[src/hdl/msel_pkg.sv]
// shared types and constants for the mode rotation selector
// no dependencies; imported by every module of the block
`timescale 1ns / 1ps

package msel_pkg;

    // field and port widths
    localparam int MODE_W      = 4;
    localparam int COUNT_W     = 8;
    localparam int GATE_W      = 16;
    localparam int TABLE_W     = 28;
    localparam int BUDGETS_W   = 24;
    localparam int TDATA_W     = 8;
    localparam int CFG_INDEX_W = 3;
    localparam int CFG_DATA_W  = 28;

    // entries that the table register can hold; higher entries read as zero
    localparam int TABLE_SLOTS    = TABLE_W / MODE_W;
    localparam int NUM_COUNTERS   = 6;
    localparam int CNT_SEL_W      = 3;
    // ungated walk gives up after this many rounds of the table
    localparam int UNGATED_ROUNDS = 129;

    // mode codes
    localparam logic [MODE_W-1:0] MODE_TERM  = 4'd12;
    localparam logic [MODE_W-1:0] MODE_FIRST = 4'd5;
    localparam logic [MODE_W-1:0] MODE_LAST  = 4'd10;
    localparam logic [MODE_W-1:0] MODE_NONE  = 4'd0;

    // configuration register indexes
    typedef enum logic [CFG_INDEX_W-1:0] {
        REG_GATED_ENABLE  = 3'd0,
        REG_GATE_DURATION = 3'd1,
        REG_MODE_TABLE    = 3'd2,
        REG_PRIMARY_COUNT = 3'd3,
        REG_SUB_BUDGETS   = 3'd4,
        REG_MPLEX_COUNT   = 3'd5,
        REG_PPV_COUNT     = 3'd6
    } cfg_reg_t;

    // controller states
    typedef enum logic [1:0] {
        ST_IDLE,
        ST_SCAN,
        ST_DONE
    } ctrl_state_t;

    // controller to datapath
    typedef struct packed {
        logic start;
        logic step;
        logic emit;
    } msel_cmd_t;

    // datapath to controller
    typedef struct packed {
        logic imm;
        logic done;
        logic out_free;
    } msel_stat_t;

endpackage

[src/hdl/msel_ctrl.sv]
// controller state machine of the mode rotation selector
// depends on msel_pkg; drives the datapath through msel_cmd_t
`timescale 1ns / 1ps

module msel_ctrl (
    input  logic                clk,
    input  logic                rst_n,
    input  logic                s_tvalid,
    output logic                s_tready,
    output msel_pkg::msel_cmd_t cmd,
    input  msel_pkg::msel_stat_t stat
);
    import msel_pkg::*;

    ctrl_state_t state_reg;
    ctrl_state_t state_next;

    // state register
    always_ff @(posedge clk or negedge rst_n)
    begin
        if (!rst_n)
        begin
            state_reg <= ST_IDLE;
        end
        else
        begin
            state_reg <= state_next;
        end
    end

    // next state and commands
    always_comb
    begin
        state_next = state_reg;
        cmd        = '0;
        s_tready   = 1'b0;
        unique case (state_reg)
            ST_IDLE:
            begin
                s_tready = 1'b1;
                if (s_tvalid)
                begin
                    cmd.start  = 1'b1;
                    state_next = stat.imm ? ST_DONE : ST_SCAN;
                end
            end
            ST_SCAN:
            begin
                cmd.step = 1'b1;
                if (stat.done)
                begin
                    state_next = ST_DONE;
                end
            end
            ST_DONE:
            begin
                if (stat.out_free)
                begin
                    cmd.emit   = 1'b1;
                    state_next = ST_IDLE;
                end
            end
            default:
            begin
                state_next = ST_IDLE;
            end
        endcase
    end

`ifndef SYNTHESIS
    // a finished walk always leads to the result hand-off
    assert property (@(posedge clk) disable iff (!rst_n)
        (state_reg == ST_SCAN && stat.done) |=> (state_reg == ST_DONE))
        else $error("scan finished without moving to result hand-off");
    // a word is only emitted when the output stage can take it
    assert property (@(posedge clk) disable iff (!rst_n)
        cmd.emit |-> stat.out_free)
        else $error("result emitted into a full output stage");
    // commands are exclusive
    assert property (@(posedge clk) disable iff (!rst_n)
        $onehot0({cmd.start, cmd.step, cmd.emit}))
        else $error("more than one command at once");
`endif

endmodule

[src/hdl/msel_dpath.sv]
// datapath of the mode rotation selector: configuration registers,
// table walk, skip counters, gate countdown and output register; uses msel_pkg
`timescale 1ns / 1ps

module msel_dpath #(
    parameter int TABLE_ENTRIES = 7
) (
    input  logic                                 clk,
    input  logic                                 rst_n,
    input  logic                                 cfg_valid,
    input  logic [msel_pkg::CFG_INDEX_W-1:0]     cfg_index,
    input  logic [msel_pkg::CFG_DATA_W-1:0]      cfg_data,
    input  logic                                 in_request,
    input  msel_pkg::msel_cmd_t                  cmd,
    output msel_pkg::msel_stat_t                 stat,
    input  logic                                 m_tready,
    output logic                                 m_tvalid,
    output logic [msel_pkg::TDATA_W-1:0]         m_tdata
);
    import msel_pkg::*;

    localparam int IDX_W  = (TABLE_ENTRIES > 1) ? $clog2(TABLE_ENTRIES) : 1;
    localparam int STEP_W = $clog2(UNGATED_ROUNDS * TABLE_ENTRIES);
    localparam logic [IDX_W-1:0]  IDX_LAST   = IDX_W'(TABLE_ENTRIES - 1);
    localparam logic [STEP_W-1:0] GATE_LAST  = STEP_W'(TABLE_ENTRIES - 1);
    localparam logic [STEP_W-1:0] UNG_LAST   = STEP_W'(UNGATED_ROUNDS * TABLE_ENTRIES - 1);

    // configuration registers
    logic                  gated_enable_reg;
    logic [GATE_W-1:0]     gate_duration_reg;
    logic [TABLE_W-1:0]    mode_table_reg;
    logic [COUNT_W-1:0]    primary_count_reg;
    logic [BUDGETS_W-1:0]  sub_budgets_reg;
    logic [COUNT_W-1:0]    mplex_count_reg;
    logic [COUNT_W-1:0]    ppv_count_reg;

    // walk state
    logic [IDX_W-1:0]      idx_reg, idx_next;
    logic [IDX_W-1:0]      start_idx_reg;
    logic [GATE_W-1:0]     countdown_reg, countdown_next;
    logic [STEP_W-1:0]     step_reg;
    logic                  scan_gated_reg;
    logic [COUNT_W-1:0]    skip_reg [NUM_COUNTERS];
    logic [MODE_W-1:0]     result_reg, result_next;

    // output register
    logic                  out_valid_reg;
    logic [MODE_W-1:0]     out_mode_reg;

    // walk signals
    logic [MODE_W-1:0]     entries [TABLE_ENTRIES];
    logic [MODE_W-1:0]     cur_mode;
    logic [MODE_W-1:0]     slot;
    logic [CNT_SEL_W-1:0]  k;
    logic                  in_band;
    logic [COUNT_W-1:0]    reload;
    logic [COUNT_W-1:0]    cnt_dec;
    logic [IDX_W-1:0]      idx_step;
    logic                  gated_hit, gated_done;
    logic                  ung_pos, ung_accept, ung_done;
    logic                  start_scan;

    // configuration writes
    always_ff @(posedge clk or negedge rst_n)
    begin
        if (!rst_n)
        begin
            gated_enable_reg  <= 1'b0;
            gate_duration_reg <= '0;
            mode_table_reg    <= TABLE_W'(MODE_TERM);
            primary_count_reg <= '0;
            sub_budgets_reg   <= '0;
            mplex_count_reg   <= '0;
            ppv_count_reg     <= '0;
        end
        else if (cfg_valid)
        begin
            case (cfg_index)
                REG_GATED_ENABLE:  gated_enable_reg  <= cfg_data[0];
                REG_GATE_DURATION: gate_duration_reg <= cfg_data[GATE_W-1:0];
                REG_MODE_TABLE:    mode_table_reg    <= cfg_data[TABLE_W-1:0];
                REG_PRIMARY_COUNT: primary_count_reg <= cfg_data[COUNT_W-1:0];
                REG_SUB_BUDGETS:   sub_budgets_reg   <= cfg_data[BUDGETS_W-1:0];
                REG_MPLEX_COUNT:   mplex_count_reg   <= cfg_data[COUNT_W-1:0];
                REG_PPV_COUNT:     ppv_count_reg     <= cfg_data[COUNT_W-1:0];
                default:           ;
            endcase
        end
    end

    // table entries; those beyond the register read as zero
    for (genvar i = 0; i < TABLE_ENTRIES; i++)
    begin : g_entry
        if (i < TABLE_SLOTS)
        begin : g_real
            assign entries[i] = mode_table_reg[i*MODE_W +: MODE_W];
        end
        else
        begin : g_empty
            assign entries[i] = MODE_NONE;
        end
    end

    // current entry and index advance
    assign cur_mode = entries[idx_reg];
    assign idx_step = (cur_mode == MODE_TERM || idx_reg == IDX_LAST) ?
                      '0 : idx_reg + 1'b1;
    assign in_band  = (cur_mode >= MODE_FIRST) && (cur_mode <= MODE_LAST);
    assign slot     = cur_mode - MODE_FIRST;
    assign k        = slot[CNT_SEL_W-1:0];

    // reload byte of the selected counter
    always_comb
    begin
        case (k)
            3'd0:    reload = primary_count_reg;
            3'd1:    reload = sub_budgets_reg[7:0];
            3'd2:    reload = sub_budgets_reg[15:8];
            3'd3:    reload = sub_budgets_reg[23:16];
            3'd4:    reload = mplex_count_reg;
            default: reload = ppv_count_reg;
        endcase
    end

    assign cnt_dec = in_band ? skip_reg[k] - 1'b1 : '0;

    // gated walk: first mode in band with a nonzero count
    assign gated_hit  = in_band && (reload != '0);
    assign gated_done = gated_hit || (idx_step == start_idx_reg) || (step_reg == GATE_LAST);

    // ungated walk: skip counter runs down to zero or below
    assign ung_pos    = in_band && !reload[COUNT_W-1] && (reload != '0);
    assign ung_accept = ung_pos && (cnt_dec[COUNT_W-1] || cnt_dec == '0);
    assign ung_done   = (cur_mode == MODE_TERM) || ung_accept || (step_reg == UNG_LAST);

    // start decision, result and status
    always_comb
    begin
        stat.imm       = 1'b0;
        stat.done      = 1'b0;
        stat.out_free  = !out_valid_reg || m_tready;
        start_scan     = 1'b0;
        result_next    = result_reg;
        countdown_next = countdown_reg;
        idx_next       = idx_reg;
        if (cmd.start)
        begin
            if (!in_request)
            begin
                stat.imm    = 1'b1;
                result_next = MODE_NONE;
            end
            else if (gated_enable_reg)
            begin
                if (gate_duration_reg == '0)
                begin
                    stat.imm    = 1'b1;
                    result_next = MODE_TERM;
                end
                else if (countdown_reg != '0)
                begin
                    stat.imm       = 1'b1;
                    result_next    = MODE_TERM;
                    countdown_next = countdown_reg - 1'b1;
                end
                else
                begin
                    start_scan     = 1'b1;
                    countdown_next = gate_duration_reg;
                end
            end
            else
            begin
                start_scan = 1'b1;
            end
        end
        else if (cmd.step)
        begin
            idx_next = idx_step;
            if (scan_gated_reg)
            begin
                stat.done   = gated_done;
                result_next = gated_hit ? cur_mode : MODE_TERM;
            end
            else
            begin
                stat.done   = ung_done;
                result_next = ung_accept ? cur_mode : MODE_TERM;
            end
        end
    end

    // walk state registers
    always_ff @(posedge clk or negedge rst_n)
    begin
        if (!rst_n)
        begin
            idx_reg        <= '0;
            start_idx_reg  <= '0;
            countdown_reg  <= '0;
            step_reg       <= '0;
            scan_gated_reg <= 1'b0;
            for (int i = 0; i < NUM_COUNTERS; i++)
            begin
                skip_reg[i] <= '0;
            end
        end
        else
        begin
            idx_reg       <= idx_next;
            countdown_reg <= countdown_next;
            if (start_scan)
            begin
                start_idx_reg  <= idx_reg;
                step_reg       <= '0;
                scan_gated_reg <= gated_enable_reg;
            end
            else if (cmd.step)
            begin
                step_reg <= step_reg + 1'b1;
                if (!scan_gated_reg && ung_pos)
                begin
                    skip_reg[k] <= ung_accept ? reload : cnt_dec;
                end
            end
        end
    end

    // result holding register
    always_ff @(posedge clk)
    begin
        result_reg <= result_next;
    end

    // output register
    always_ff @(posedge clk or negedge rst_n)
    begin
        if (!rst_n)
        begin
            out_valid_reg <= 1'b0;
        end
        else if (cmd.emit)
        begin
            out_valid_reg <= 1'b1;
        end
        else if (m_tready)
        begin
            out_valid_reg <= 1'b0;
        end
    end

    always_ff @(posedge clk)
    begin
        if (cmd.emit)
        begin
            out_mode_reg <= result_reg;
        end
    end

    assign m_tvalid = out_valid_reg;
    assign m_tdata  = {{(TDATA_W - MODE_W){1'b0}}, out_mode_reg};

`ifndef SYNTHESIS
    // the table index stays inside the table
    assert property (@(posedge clk) disable iff (!rst_n)
        idx_reg <= IDX_LAST)
        else $error("table index beyond last entry");
    // a gated walk ends within one round of the table
    assert property (@(posedge clk) disable iff (!rst_n)
        (cmd.step && scan_gated_reg) |-> (step_reg <= GATE_LAST))
        else $error("gated walk ran past one round");
    // an emitted result shows up on the output next cycle
    assert property (@(posedge clk) disable iff (!rst_n)
        cmd.emit |=> (m_tvalid && m_tdata[MODE_W-1:0] == $past(result_reg)))
        else $error("emitted result missing on output");
`endif

endmodule

[src/hdl/mode_rotation_selector_core.sv]
// top level of the mode rotation selector: controller plus datapath
// depends on msel_pkg, msel_ctrl and msel_dpath
`timescale 1ns / 1ps

// Usage
// s_* channel: one word per request, tdata bit 0 = request. A request of 0
//   returns mode 0 at once; a request of 1 selects the next display mode.
// m_* channel: one word per accepted input word, tdata bits 3..0 = mode.
// cfg_* channel: register writes (index, data), always ready; write only while
//   the block is idle. Indexes 0..6: gated_enable, gate_duration, mode_table,
//   primary_count, sub_budgets, mplex_count, ppv_count; others are ignored.
// Timing: one word is handled at a time. An idle request, a forced mode 12 or
//   a zero gate passes from accept into the result register, then into the
//   output register once that is free. A gated scan walks one table entry
//   per cycle, up to TABLE_ENTRIES entries. An ungated walk also takes one
//   entry per cycle and may go on for 129 * TABLE_ENTRIES entries before giving
//   mode 12. The table walk through the single entry read port sets the rate.
// A result sits in an output register, so the next word is accepted while it
//   waits; if the receiver stalls, a second finished result holds the block
//   until the output register empties.
// Reset clears the controller, counters, index and countdown, and sets all
//   configuration registers to zero except mode_table, which resets to 12.

module mode_rotation_selector_core #(
    parameter int TABLE_ENTRIES = 7
) (
    input  logic                             clk,
    input  logic                             rst_n,
    input  logic                             s_tvalid,
    output logic                             s_tready,
    input  logic [msel_pkg::TDATA_W-1:0]     s_tdata,   // [0] request
    output logic                             m_tvalid,
    input  logic                             m_tready,
    output logic [msel_pkg::TDATA_W-1:0]     m_tdata,   // [3:0] selected_mode
    input  logic                             cfg_valid,
    output logic                             cfg_ready,
    input  logic [msel_pkg::CFG_INDEX_W-1:0] cfg_index,
    input  logic [msel_pkg::CFG_DATA_W-1:0]  cfg_data
);
    import msel_pkg::*;

    msel_cmd_t  cmd;
    msel_stat_t stat;

    // register writes never stall
    assign cfg_ready = 1'b1;

    // sequencing
    msel_ctrl u_ctrl (
        .clk      (clk),
        .rst_n    (rst_n),
        .s_tvalid (s_tvalid),
        .s_tready (s_tready),
        .cmd      (cmd),
        .stat     (stat)
    );

    // registers, walk and output stage
    msel_dpath #(
        .TABLE_ENTRIES (TABLE_ENTRIES)
    ) u_dpath (
        .clk        (clk),
        .rst_n      (rst_n),
        .cfg_valid  (cfg_valid),
        .cfg_index  (cfg_index),
        .cfg_data   (cfg_data),
        .in_request (s_tdata[0]),
        .cmd        (cmd),
        .stat       (stat),
        .m_tready   (m_tready),
        .m_tvalid   (m_tvalid),
        .m_tdata    (m_tdata)
    );

endmodule

[config.mk]
export PLATFORM = sky130hd
export DESIGN_NAME = mode_rotation_selector_core
export DESIGN_NICKNAME = d
export VERILOG_FILES = /design/src/hdl/msel_pkg.sv /design/src/hdl/msel_ctrl.sv /design/src/hdl/msel_dpath.sv /design/src/hdl/mode_rotation_selector_core.sv
export SDC_FILE = /design/constraint.sdc
export NUM_CORES = 1
export LEC_CHECK = 0
export BUFFER_PORTS_ARGS = -buffer_cell sky130_fd_sc_hd__buf_2
export CORE_MARGIN = 2
export CORE_UTILIZATION = 35
export DETAILED_ROUTE_END_ITERATION = 8
export SLEW_MARGIN = 20
export SYNTH_ARGS = -nofsm -noshare
export SYNTH_HDL_FRONTEND = slang
export SYNTH_HIERARCHICAL = 1
export SYNTH_SLANG_ARGS = --single-unit
[constraint.sdc]
create_clock -name clk -period 6.3 [get_ports clk]
set_clock_uncertainty 0.2 [all_clocks]
set_input_delay 1.26 -clock clk [delete_from_list [all_inputs] [get_ports clk]]
set_output_delay 1.26 -clock clk [all_outputs]
set_load 0.02 [all_outputs]
**Word level (Yosys, flattened, before mapping)**

Cells that the tools add are included.

- Input bits: 44
- Word-level logic and storage cells: 149
- Output and inout port bits: 11
- Register bits: 185

- Bitwise operators: 5
- Multiplexer cells: 51
- Equality and inequality tests: 22
- $lt $le $gt $ge: 5
- Add/subtract/negate cells: 5
- Reduce and logical (&&, ||, !) cells: 39

Operators with widths:

| operator | count |
|---|---|
| $bwmux W48 | 1 |
| $mux W4 | 11 |
| $mux W8 | 5 |
| $pmux W8 S5 | 1 |
| $bmux W8 S3 | 1 |
| $demux W8 S3 | 1 |
| $mux W1 | 21 |
| $mux W10 | 2 |
| $logic_not A16 Y1 | 1 |
| $mux W16 | 1 |
| $reduce_and A2 Y1 | 8 |
| $reduce_bool A16 Y1 | 1 |
| $sub A16 B1 Y16 const B | 1 |
| $eq A3 B3 Y1 const B | 5 |
| $bmux W4 S3 | 1 |
| $eq A3 B2 Y1 const B | 4 |
| $add A10 B1 Y10 const B | 1 |
| $eq A10 B10 Y1 const B | 1 |
| $eq A10 B3 Y1 const B | 1 |
| $reduce_and A3 Y1 | 3 |
| $ge A4 B4 Y1 const B | 2 |
| $logic_not A8 Y1 | 1 |
| $mux W2 | 4 |
| $not A3 Y4 | 2 |
| other kinds (25) | 47 |

**Longest topological paths before layout**

- Word-level depth: 21
- Mapped depth: 23
- Gate-level depth less buffers: 18

**By module**

Netlist, hierarchy kept.

By module, submodules not included:

| module | area an instance (um^2) | cells each | seq. area each (um^2) | instances |
|---|---|---|---|---|
| msel_dpath | 10008.3 | 881 | 4621.9 | 1 |
| msel_ctrl | 122.6 | 13 | 50.0 | 1 |
| mode_rotation_selector_core | 11.3 | 2 | 0.0 | 1 |

**Worst setup path before layout**

No wires, ideal clock.

- Kind: flip-flop to flip-flop
- Start: register u_dpath.idx_reg[1]
- End: register u_dpath/skip_reg[41] in the netlist's numbering
- Library setup time: 125 ps
- Buffers on the path: 6
- Required time: 5975 ps
- Cell stages (with the launch flop): 20
- Path slack: 1650 ps
- Period minus slack after synthesis: 4650 ps
- Arrival time: 4325 ps
- Cell sequence: dfrtp_1 -> buf_4 -> nand3b_1 -> o211ai_4 -> nand2_4 -> buf_2 -> ha_1 -> clkbuf_1 -> clkbuf_1 -> clkbuf_1 -> o211ai_2 -> o21a_1 -> ha_1 -> inv_1 -> a211oi_1 -> a41oi_1 -> o21a_1 -> buf_2 -> mux2_4 -> mux2_2

- Longest elaborated chain between the ends: 16
- Elaborated cells on any way between the ends: 36
- Classes of those cells: add/sub (2); order compare (4); eq/ne (4); mux (12); bitwise (2); reduce/logical (12)

RTL lines:

| what | line | source |
|---|---|---|
| from (decl) | msel_dpath.sv:38 | `logic [IDX_W-1:0] idx_reg, idx_next;` |
| from (signal assigned) | msel_dpath.sv:210 | `idx_reg <= idx_next;` |
| $not A3 Y4 (implied by the code) * | msel_dpath.sv:105 | `assign cur_mode = entries[idx_reg];` |
| $bmux W4 S3 * | msel_dpath.sv:105 |  |
| $mux W4 (implied by the code) * (2 in series) | msel_dpath.sv:105 |  |
| $sub A3 B3 Y3 | msel_dpath.sv:109 | `assign slot = cur_mode - MODE_FIRST;` |
| $not A3 Y4 | msel_dpath.sv:125, msel_dpath.sv:223 |  |
| $bmux W8 S3 | msel_dpath.sv:125 | `assign cnt_dec = in_band ? skip_reg[k] - 1'b1 : '0;` |
| $mux W8 (implied by the code) (2 in series) | msel_dpath.sv:125 |  |
| $sub A8 B1 Y8 | msel_dpath.sv:125 |  |
| $mux W8 | msel_dpath.sv:125 |  |
| $logic_not A8 Y1 | msel_dpath.sv:133 | `assign ung_accept = ung_pos && (cnt_dec[COUNT_W-1] \|\| cnt_dec == '0);` |
| $logic_or A1 B1 Y1 | msel_dpath.sv:133 |  |
| $logic_and A1 B1 Y1 | msel_dpath.sv:133 |  |
| $mux W8 | msel_dpath.sv:223 | `skip_reg[k] <= ung_accept ? reload : cnt_dec;` |
| $bwmux W48 | msel_dpath.sv:223 |  |
| to (signal, indexed assignment) | msel_dpath.sv:223 |  |
| to (decl) | msel_dpath.sv:43 | `logic [COUNT_W-1:0] skip_reg [NUM_COUNTERS];` |

Every way passes the cells marked *; elsewhere a longest branch is shown, timed or not. The select of a mux whose other input is x is not followed.
A chain may end at the register's enable or synchronous reset.

**Worst setup path after layout**

- Start: register u_dpath.idx_reg[0]
- End: register u_dpath/skip_reg[11] in the netlist's numbering

Same word-level chain as after synthesis.

==> results.cfg <==
[outcome]
status = finished, final reports clean

[synth]
ys.flop_type = dfrtp_1
synth_edf_count = 8
synth_commonest_cells = 175 x dfrtp_1, 116 x mux2_2, 60 x nand2_1, 41 x nor2_1, 40 x mux2i_1
ys_warn_count = 6
synth_top_area_share_pct = 43.2
async_reset_ff_share_pct = 95.7
yosysMostFrequentCell = dfrtp_1
ys_seq_area_share_pct = 46.1
synth_area_leaders = dfrtp_1 43%, mux2_2 13%, mux2i_1 3.9%, edfxtp_1 2.4%, nand2_1 2.2%
ys_ff_latch = 185
synth_area_leader_cell = dfrtp_1
syn_area_mm2 = 0.0101
ys_types = 99
avgSynthCellArea_um2 = 11.3
syn_inst = 896

[worst_setup_path]
startpoint_type = flip-flop
reg2reg_to = u_dpath/skip_reg[11]
crit_end = u_dpath/skip_reg[11]
r2r-start = u_dpath/idx_reg[0]
worstRegToRegCells = 15
cp-startpoint = u_dpath/idx_reg[0]
required_ps = 6470
cp.arrival_ps = 5760
critPathMaxFanout = 16
r2r_slack_ps = 710
cp-end-kind = flip-flop
path_class = reg2reg

[final_layout]
area_growth_pct = 12.0
utilization_pct = 39.7
n_antenna_cell = 0
largest_register_ffs = 48
finalNetCount = 989
n_fill_cell = 2754
drive_above_1_share_pct = 28.8

[cts]
ctsResizeCount = 0
path_clk_slew_ps = 70
cts_hold_buf = 0
cts_tree = built
clock_sinks = 185
htreeDepth = 4
cts_buffers = 17
cts_setup_buffers = 0
clock-root-buffer = clkbuf_16
clock_latency_ps = 440
cts.path.max_buffers = 2

[routing]
avgViaCountPerCell = 5.49
dr_wl_met2_um = 11700
drc = 0
num_vias = 7308
ant_nets = 0
wirelength_um = 25100
wl_met3_um = 1080
drtIter0Drc = 621
wirelength_met1_um = 11900
top_layer = met4
routedWlPerCell_um = 18.9
drt_pass1_iterations = 5

[floorplan]
coreArea_mm2 = 0.0286
die_w_um = 174
initial_utilization_pct = 35.4
io_pins = 55
die_h_um = 174
placement_rows = 62
die_area_mm2 = 0.0304

[sta]
period_minus_slack_ps = 5590
maxSlewViolCount = 0
hold_violations = 0
fmax_mhz = 179
rsz0062_at_grt = no
fin_crit_sh_pct = 88.7
worst_pin_slew_ps = 921
tns_ps = 0
setup_viol = 0
slew_headroom_pct = 38.2

[global_routing]
grt_use_total_pct = 17.1
grt_antenna_before_repair = 0
grt_pass1_wl_um = 41100
grt_max_degree = 103
gr-total-overflow = 0
grt_pass1_vias = 7299

[pwr]
vdd_drop_max_mv = 0.303
p_per_area_mw_per_mm2 = 572
leakagePower_nw = 4.75

[placed_design]
globalplace.congestion = 0.885
place_hpwl_um = 17800
portBuffers = 42

[job]
cap_violations = 0

[min_path]
hold_class = reg2reg
==> metrics by stage <==
| step | area, um^2 | hold slack (ps) | instances | power (mW) | setup WS [ps] |
|---|---|---|---|---|---|
| after CTS | 11400 | 233 | 1331 | 6.48 | 771 |
| final | 11400 | 230 | 1331 | 6.49 | 714 |
| after detailed placement | 10800 | 211 | 1299 | 5.39 | 823 |
| after floorplan | 10200 | 200 | 899 | 4.48 | 1650 |
| after global placement | 10800 | 207 | 1299 | 5.34 | 860 |
| after global routing | 11400 | 247 | 1331 | 6.95 | 369 |
==> kinds of logic after synthesis <==
logic type	after synthesis	share of synthesized area [%]
other	2	0.0740
and+or+nand+nor	237	13.7
muxes	168	18.8
DFF	185	46.1
AOI/OAI and AO/OA	191	14.5
xor gates and xnor gates	16	1.46
buffers and inverters	86	4.02
adders and majority gates	11	1.36
==> cells in the final DEF, fill, tap and decap left out, types with 6 or more instances in the layout <==
cell type    n
a21oi_1     29
a22o_1       6
a22oi_1     15
a31oi_1      7
buf_2       41
buf_4       18
clkbuf_16   17
dfrtp_1    175
edfxtp_1     8
ha_1        11
inv_1       39
mux2_2     116
mux2_4       9
mux2i_1     40
nand2_1     60
nand2b_1     9
nand3_1     19
nand3b_1     6
nand4_1     15
nor2_1      41
nor2b_1     11
nor3_1      12
nor4_1       7
nor4_4       6
o21a_1       8
o21ai_0     39
o22ai_1      7
or3_1        9
xnor2_1      6
xor2_1       9
==> layout make-up <==
type	instances	area, um^2	share of cell area (%)
Multi-Input combinational cell	628	5090	44.9
Sequential cell	185	4670	41.1
Tap cell	384	480	4.23
Clock buffer	18	429	3.78
Timing Repair Buffer	61	372	3.27
Inverter	41	159	1.40
Clock inverter	14	153	1.34
==> worst max-delay path, cell delays in order (launching register included) <==
cell	delay (ps)
dfrtp_1	520
buf_4	330
mux2i_1	190
a22oi_2	250
nand2_2	250
ha_1	670
inv_1	330
nand2_1	150
a211oi_1	80
a2bb2oi_1	200
nor4_2	330
o21ai_0	300
nor3_1	300
o21a_1	460
mux2i_1	650
mux2_2	280
==> routing by layer <==
metal  GRT usage [%]  vias to the layer above
met4            5.32                        0
li1                -                     3408
met5               0                        -
met3            2.93                       32
met1            24.2                     3661
met2            26.9                      207
==> power by group <==
group | internal [mW] | switching [mW]
Clock | 0.532 | 0.527
Combinational | 1.36 | 2.33
Sequential | 1.52 | 0.222
==> worst min-delay path by stage <==
stage / startpoint / to / slack [ps] / cells after the start
finish: u_dpath/result_reg[3] / u_dpath/out_mode_reg[3] / 230 / 0
global route: u_dpath/result_reg[1] / u_dpath/out_mode_reg[1] / 250 / 0
CTS: u_dpath/result_reg[3] / u_dpath/out_mode_reg[3] / 230 / 0
detailed placement: u_dpath/result_reg[3] / u_dpath/out_mode_reg[3] / 210 / 0
global placement: u_dpath/result_reg[3] / u_dpath/out_mode_reg[3] / 210 / 0
floorplan: u_dpath/result_reg[0] / u_dpath/out_mode_reg[0] / 200 / 0
No activity file was read; power rests on OpenSTA's default activity.
